**src/hml_pkg.sv**
```systemverilog
// shared constants, codes and tables of the heisenberg metropolis lattice core
// no dependencies
package hml_pkg;

    localparam int LATTICE_SIDE_DEF = 16;
    localparam int SPIN_W   = 16;
    localparam int COORD_IN_W = 4;
    localparam int INVT_W   = 24;
    localparam int RND_W    = 16;
    localparam int DE_W     = 21;
    localparam int MAG_W    = 28;
    localparam int BOND_W   = 30;
    localparam int PROB_W   = 17;
    localparam int IN_DATA_W  = 80;
    localparam int OUT_DATA_W = 200;

    localparam logic [INVT_W-1:0] INVT_RESET = 24'd65536;
    localparam logic signed [SPIN_W-1:0] SPIN_ONE = 16'sd16384;
    // log2(e) in q16
    localparam logic [16:0] LOG2E_Q16 = 17'd94548;

    typedef enum logic [1:0] {
        FUNC_PROPOSE = 2'd0,
        FUNC_MEASURE = 2'd1,
        FUNC_FILL    = 2'd2
    } t_func;

    // 2^(-k/16) in q1.16, k = 0..16
    function automatic logic [PROB_W-1:0] pow2_frac(input logic [4:0] k);
        logic [PROB_W-1:0] v;
        case (k)
            5'd0:  v = 17'd65536;
            5'd1:  v = 17'd62757;
            5'd2:  v = 17'd60097;
            5'd3:  v = 17'd57549;
            5'd4:  v = 17'd55109;
            5'd5:  v = 17'd52773;
            5'd6:  v = 17'd50535;
            5'd7:  v = 17'd48393;
            5'd8:  v = 17'd46341;
            5'd9:  v = 17'd44376;
            5'd10: v = 17'd42495;
            5'd11: v = 17'd40693;
            5'd12: v = 17'd38968;
            5'd13: v = 17'd37316;
            5'd14: v = 17'd35734;
            5'd15: v = 17'd34219;
            5'd16: v = 17'd32768;
            default: v = 17'd32768;
        endcase
        return v;
    endfunction

endpackage

```
**src/hml_accept.sv**
```systemverilog
// metropolis acceptance test for a positive energy change: table exp(-de/t) vs random
// depends on hml_pkg
module hml_accept (
    input  logic                      i_clk,
    input  logic                      i_rst_n,
    input  logic                      i_start,
    input  logic [19:0]               i_de,
    input  logic [hml_pkg::INVT_W-1:0] i_inv_temp,
    input  logic [hml_pkg::RND_W-1:0]  i_rnd,
    output logic                      o_done,
    output logic                      o_accept
);
    import hml_pkg::*;

    logic [2:0]  r_step;
    logic        r_busy;
    logic        r_done;
    logic        r_accept;
    logic [43:0] r_a;
    logic [38:0] r_pl;
    logic [38:0] r_ph;
    logic [60:0] r_t;
    logic [PROB_W-1:0] r_pk;
    logic [27:0] r_dp;
    logic [14:0] r_n;

    logic [4:0]        k_idx;
    logic [PROB_W-1:0] pk;
    logic [PROB_W-1:0] pk1;
    logic [PROB_W-1:0] pdiff;
    logic [PROB_W-1:0] v;
    logic [PROB_W-1:0] prob;

    always_comb begin
        k_idx = {1'b0, r_t[45:42]};
        pk    = pow2_frac(k_idx);
        pk1   = pow2_frac(k_idx + 5'd1);
        pdiff = pk - pk1;
        v     = r_pk - PROB_W'(r_dp[27:16]);
        prob  = (r_n >= 15'd17) ? '0 : (v >> r_n[4:0]);
    end

    always_ff @(posedge i_clk) begin
        if (!i_rst_n) begin
            r_step   <= '0;
            r_busy   <= 1'b0;
            r_done   <= 1'b0;
            r_accept <= 1'b0;
        end else begin
            r_done <= 1'b0;
            if (i_start) begin
                r_busy <= 1'b1;
                r_step <= '0;
            end else if (r_busy) begin
                case (r_step)
                    3'd0: r_a  <= 44'(i_de) * 44'(i_inv_temp);
                    3'd1: r_pl <= 39'(r_a[21:0]) * 39'(LOG2E_Q16);
                    3'd2: r_ph <= 39'(r_a[43:22]) * 39'(LOG2E_Q16);
                    3'd3: r_t  <= 61'({r_ph, 22'd0}) + 61'(r_pl);
                    3'd4: begin
                        r_pk <= pk;
                        r_dp <= 28'(pdiff[11:0]) * 28'(r_t[41:26]);
                        r_n  <= r_t[60:46];
                    end
                    default: begin
                        r_accept <= prob >= {1'b0, i_rnd};
                        r_done   <= 1'b1;
                        r_busy   <= 1'b0;
                    end
                endcase
                r_step <= r_step + 3'd1;
            end
        end
    end

    assign o_done   = r_done;
    assign o_accept = r_accept;
endmodule

```
**config.mk**
```make
export PLATFORM = sky130hd
export DESIGN_NAME = hml_accept
export DESIGN_NICKNAME = d
export VERILOG_FILES = /design/src/hml_pkg.sv /design/src/hml_accept.sv
export SDC_FILE = /design/constraint.sdc
export NUM_CORES = 2
export LEC_CHECK = 0
export BUFFER_PORTS_ARGS = -buffer_cell sky130_fd_sc_hd__buf_2
export CELL_PAD_IN_SITES_DETAIL_PLACEMENT = 1
export CELL_PAD_IN_SITES_GLOBAL_PLACEMENT = 1
export CORE_ASPECT_RATIO = 1.75
export CORE_MARGIN = 2
export CORE_UTILIZATION = 48
export DETAILED_ROUTE_END_ITERATION = 10
export GPL_TIMING_DRIVEN = 1
export PLACE_DENSITY = 0.76
export RECOVER_POWER = 25
export SYNTH_ARGS = -nofsm -noshare
export SYNTH_HDL_FRONTEND = slang
export SYNTH_SLANG_ARGS = --single-unit
```
**constraint.sdc**
```tcl
create_clock -name i_clk -period 8.49 [get_ports i_clk]
set_clock_uncertainty 0.15 [all_clocks]
set_input_delay 1.698 -clock i_clk [delete_from_list [all_inputs] [get_ports i_clk]]
set_output_delay 1.698 -clock i_clk [all_outputs]
set_load 0.01 [all_outputs]
```
# Word-level counts from Yosys, hierarchy flattened

Memories as Yosys holds them, arrays and structs flattened. A register that Yosys moved wholly into a read port is not among the register bits.
Cells that the tools add are included.

Register bits: 245
Bits in read-only memories: 816
Bits of input ports: 63
Output and inout bits: 2
Memories kept: 2

Memories:

| memory           | words | bits a word | read ports | clocked after Yosys merged registers in | wr ports | line          | source |
|---|---|---|---|---|---|---|---|
| (name not given) | 32    | 17          | 1          | 0                                       | 0        | hml_pkg.sv:31 | `case (k)` |
| (name not given) | 16    | 17          | 1          | 1                                       | 0        | hml_pkg.sv:31 |  |

Add/sub/neg operators: 5
Multipliers: 4
$lt $le $gt $ge: 2
Eq/ne operators: 4
Shift-type cells: 1
Muxes and demuxes: 6
Bitwise logic cells: 4
Reduce and logical (&&, ||, !) cells: 10

Operators by type and width:

| operator                                              | count |
|---|---|
| multiplier 22 x 15 -> 37 bit (second input constant)  | 2 |
| adder 61 x 39 -> 61 bit                               | 1 |
| multiplier 20 x 24 -> 44 bit                          | 1 |
| multiplier 12 x 16 -> 28 bit                          | 1 |
| AND reduction 4 bit                                   | 5 |
| >= comparator 17 x 16 -> 1 bit                        | 1 |
| 2-to-1 mux 17 bit                                     | 1 |
| >> shifter 17 x 5 -> 17 bit                           | 1 |
| subtractor 17 x 12 -> 17 bit                          | 1 |
| >= comparator 15 x 5 -> 1 bit (second input constant) | 1 |
| subtractor 12 bit                                     | 1 |
| == test 3 x 2 -> 1 bit (second input constant)        | 2 |
| adder 4 x 1 -> 5 bit (second input constant)          | 1 |
| OR reduction 5 bit                                    | 1 |
| 2-to-1 mux 1 bit                                      | 4 |
| 2-to-1 mux 4 bit                                      | 1 |
| NOT 1 bit                                             | 4 |
| adder 3 x 1 -> 3 bit (second input constant)          | 1 |
| == test 3 x 1 -> 1 bit (second input constant)        | 1 |
| == test 3 bit (second input constant)                 | 1 |
| logical NOT 3 bit                                     | 1 |
| AND reduction 3 bit                                   | 1 |
| OR reduction 3 bit                                    | 1 |
| OR reduction 2 bit                                    | 1 |

# Longest topological paths before layout

Depth after elaboration: 5
Depth in mapped cells: 40

# Worst setup path before layout

No wires, ideal clock.

Path kind: reg-to-reg
Start: reg r_t[43]
End: reg r_dp[27] (data pin)
Setup time: 270 ps
Data arrival time: 8,820 ps
Required time: 8,070 ps
Path slack: -750 ps
Stages on the path, launching flop included: 36
Cells stage by stage: edfxtp_1 -> ha_1 -> ha_1 -> clkbuf_1 -> mux4_2 -> or2_2 -> ha_1 -> a21o_1 -> a21o_1 -> a21o_1 -> a21o_1 -> a21o_1 -> a21oi_1 -> o21bai_1 -> a21oi_1 -> xnor2_1 -> clkbuf_1 -> and2_1 -> fa_1 -> fa_1 -> fa_1 -> fa_1 -> inv_1 -> fa_1 -> inv_1 -> ha_1 -> o21a_1 -> o211ai_1 -> o221ai_1 -> a21oi_1 -> o31ai_2 -> a41oi_1 -> a211oi_2 -> and4_1 -> a2111oi_1 -> xnor2_1

Word-level cells in the longest chain between the ends: 4

Ends and longest elaborated chain:

| element                      | line             | source |
|---|---|---|
| start: declaration           | hml_accept.sv:22 | `logic [60:0] r_t;` |
| start signal: assignment     | hml_accept.sv:59 | `3'd3: r_t <= 61'({r_ph, 22'd0}) + 61'(r_pl);` |
| adder 4 x 1 -> 5 bit         | hml_accept.sv:37 | `pk1 = pow2_frac(k_idx + 5'd1);` |
| memory read (32 x 17 bit)    | --               |  |
| subtractor 12 bit            | hml_accept.sv:38 | `pdiff = pk - pk1;` |
| multiplier 12 x 16 -> 28 bit | hml_accept.sv:62 | `r_dp <= 28'(pdiff[11:0]) * 28'(r_t[41:26]);` |
| end signal: assignment       | hml_accept.sv:62 |  |
| end: declaration             | hml_accept.sv:24 | `logic [27:0] r_dp;` |

Every way passes these cells.
A chain may end at the register's enable or synchronous reset.

# Worst setup path after layout

Start: reg r_t[42]
End: reg r_dp[27] (data pin)

The elaborated chain is that of the path after synthesis.

==> summary.txt <==
Logic synthesis
  • Yosys cell types: 88
  • EDFF count, synth: 175
  • Synth Area in Compound Gates: 0.0698
  • Mux share of post-synthesis cell area: 0.00982
  • Mapped cell area: 42300 µm²
  • Combinational family with the most area after synthesis: adder cells
  • Synthesized flop and latch total: 198
  • Top cell type's share of synthesized area: 0.352
  • Post-Synthesis Net Count: 5727
  • Synth area leaders: fa_1, ha_1, edfxtp_1
  • Synth Area in Simple Gates: 0.126
  • Synth Flop Type: edfxtp_1
  • Xor/xnor cell area share of the yosys netlist: 0.0331
  • Area leader, netlist: fa_1
  • Yosys Warn Count: 0
  • Gate Count Post-Synth: 4305
  • Sequential share of the synthesized area: 0.135
  • Syn_area_per_cell: 9.82 µm²
  • Area share of fa/ha/maj cells after synthesis: 0.534
  • FFs w/ async S/R, synth: 0

Placed design
  • Pre-CTS WS: -0.435 ns
  • Detail Placement HPWL: 98.3 mm
  • Port bufs: 64
  • GP Congestion: 0.859

Drt
  • Vias per cell: 5.41
  • DRC Markers: 0
  • Pre-antenna DRT Iters: 5
  • Routed Antenna Nets: 0
  • Routed WL: 113 mm
  • Initial DRC count: 841
  • WL/cell: 19.9 µm
  • Vias: 30646

Timing
  • Final Hold Viols: 0
  • Setup TNS: -0.863 ns
  • Relative max-transition margin: -0.569
  • Final period util: 1.04
  • Final Worst Setup Slack: -0.341 ns
  • Max Slew Vio Count: 42
  • Unrepaired setup endpoints after global routing: true
  • Max Fclk: 113 MHz
  • Slew @ Worst Pin: 2.35 ns
  • # setup viols final: 5
  • Final min period: 8.83 ns

Floorplanning
  • IO Count: 65
  • Die Ht: 397 µm
  • Core ar.: 87700 µm²
  • Die area: 90600 µm²
  • Die width: 228 µm
  • Initial Utilization: 0.482
  • Rows: 144

Layout
  • Filler cell count in the final layout: 9961
  • Share of cells above drive strength 1: 0.0948
  • Number of diodes: 0
  • Most frequent cells in the layout: inv_1, fa_1, ha_1
  • Final layout net count: 5904
  • Area Overhead vs Synth: 9.64%
  • Commonest non-fill, non-tap cell in the layout: inv_1

Setup path
  • Crit Path Max Fanout: 8
  • CP arrival: 8.95 ns
  • CP Buf/Inv Count: 8
  • Required @ worst endpoint: 8.61 ns
  • Crit Path Category: reg2reg
  • Worst path max stage delay: 0.51 ns
  • Crit path launch type: flip-flop
  • Critical path's top delay family: adder cells
  • Worst Setup End Kind: flip-flop
  • Slowest CP cell: edfxtp_1

Global route
  • Initial antenna violation count: 1
  • GRT Residual Overflow: 0
  • First-pass GRT wire length: 183 mm
  • Number of global-route vias before repair: 36222
  • Gr usage total: 0.257
  • Largest net degree at the start of global routing: 45

Clocking
  • CTS clk-pin slew, worst paths: 0.09 ns
  • CTS tree: yes
  • Clk Latency, worst-skew pair: 0.51 ns
  • TritonCTS Buffers: 17
  • Root Driver: clkbuf_16
  • Clk buf depth: 2
  • Hold_buf cts: 0
  • H-tree depth: 4
  • CTS sink cnt: 198

Worst hold path
  • HP Class: reg2reg

Run status
  • Failing checks: max-capacitance violations, max-slew violations, negative setup slack
  • Status: finished with violations

Flow run
  • Number of max-cap violations: 1
cell usage after synthesis (16+ instances only):
master      n
inv_1     882
fa_1      743
ha_1      616
nand2_1   481
and2_1    241
edfxtp_1  175
clkbuf_1  138
a21oi_1   119
xnor2_1   116
nor2_1    113
a21o_1     68
o21ai_0    68
nand3_1    51
xor2_1     44
nand2b_1   42
nor3_1     35
nor2b_1    24
dfxtp_1    23
nand4_1    22
mux2i_1    19
o21a_1     19
a211oi_1   18
and3_1     16
per-stage QoR:
| stage | utilization | cells | hold slack, ns | instance area, µm² |
|---|---|---|---|---|
| after floorplan | - | 4305 | 0.236 | 42400 |
| after global placement | 0.518 | 5617 | 0.238 | 45500 |
| after detailed placement | 0.518 | 5617 | 0.241 | 45500 |
| after CTS | 0.527 | 5659 | 0.258 | 46200 |
| after global routing | 0.528 | 5663 | 0.273 | 46400 |
| final | 0.528 | 5663 | 0.255 | 46400 |
state kept, by name, summed over array words and instances, names as in the netlist:
name,flops
o_accept,1
pk,17
r_pk,17
r_ph,37
r_step,3
r_a,44
r_n,15
r_busy,1
r_t,35
o_done,1
r_pl,15
r_dp,12
cells by family after synthesis:
logic type               Yosys count
adder cells (fa/ha/maj)         1359
AND/OR/NAND/NOR                 1090
buffers and inverters           1034
AO/OA/AOI/OAI                    430
flip-flops                       198
XOR/XNOR                         160
multiplexers                      34
per-layer routing:
metal,vias up,global-route usage,part of all wire
met5,-,0,0.00012
met4,2,0.127,0.051
met3,298,0.0185,0.014
met2,460,0.547,0.60
met1,15921,0.239,0.33
li1,13965,-,-
area by class of cell:
cell class	instances	area (µm²)	share of cell area
clock buffers	17	425	0.00918
clock inverters	15	218	0.00470
inverters	885	3320	0.0717
multi-input cells	3073	32900	0.711
flip-flops and latches	198	5720	0.123
well taps	1168	1460	0.0315
repair buffers	307	2280	0.0491
repair_timing:
| item | CTS | global route |
|---|---|---|
| endpoints found under the setup margin | 9 | 19 |
| gates cloned | 2 | 0 |
| setup buffers | 8 | 4 |
| pin swaps | 11 | 22 |
| gates resized for setup | 16 | 26 |
| hold endpoints to repair | 0 | 0 |
worst paths after layout:
path	cells past startpoint	to	startpoint	slack, ns
worst max-delay path	35	r_dp[27]$_DFFE_PP_	r_t[42]$_DFFE_PP_	-0.34
worst min-delay path	0	r_pk[15]$_DFFE_PP_	pk[15]$_SDFF_PP1_	0.26
worst max register to register	35	r_dp[27]$_DFFE_PP_	r_t[42]$_DFFE_PP_	-0.34
worst min register to register	0	r_pk[15]$_DFFE_PP_	pk[15]$_SDFF_PP1_	0.26
Power is not shown: default switching activity piles up to over one toggle a cycle in this logic, so the estimate is an artifact.
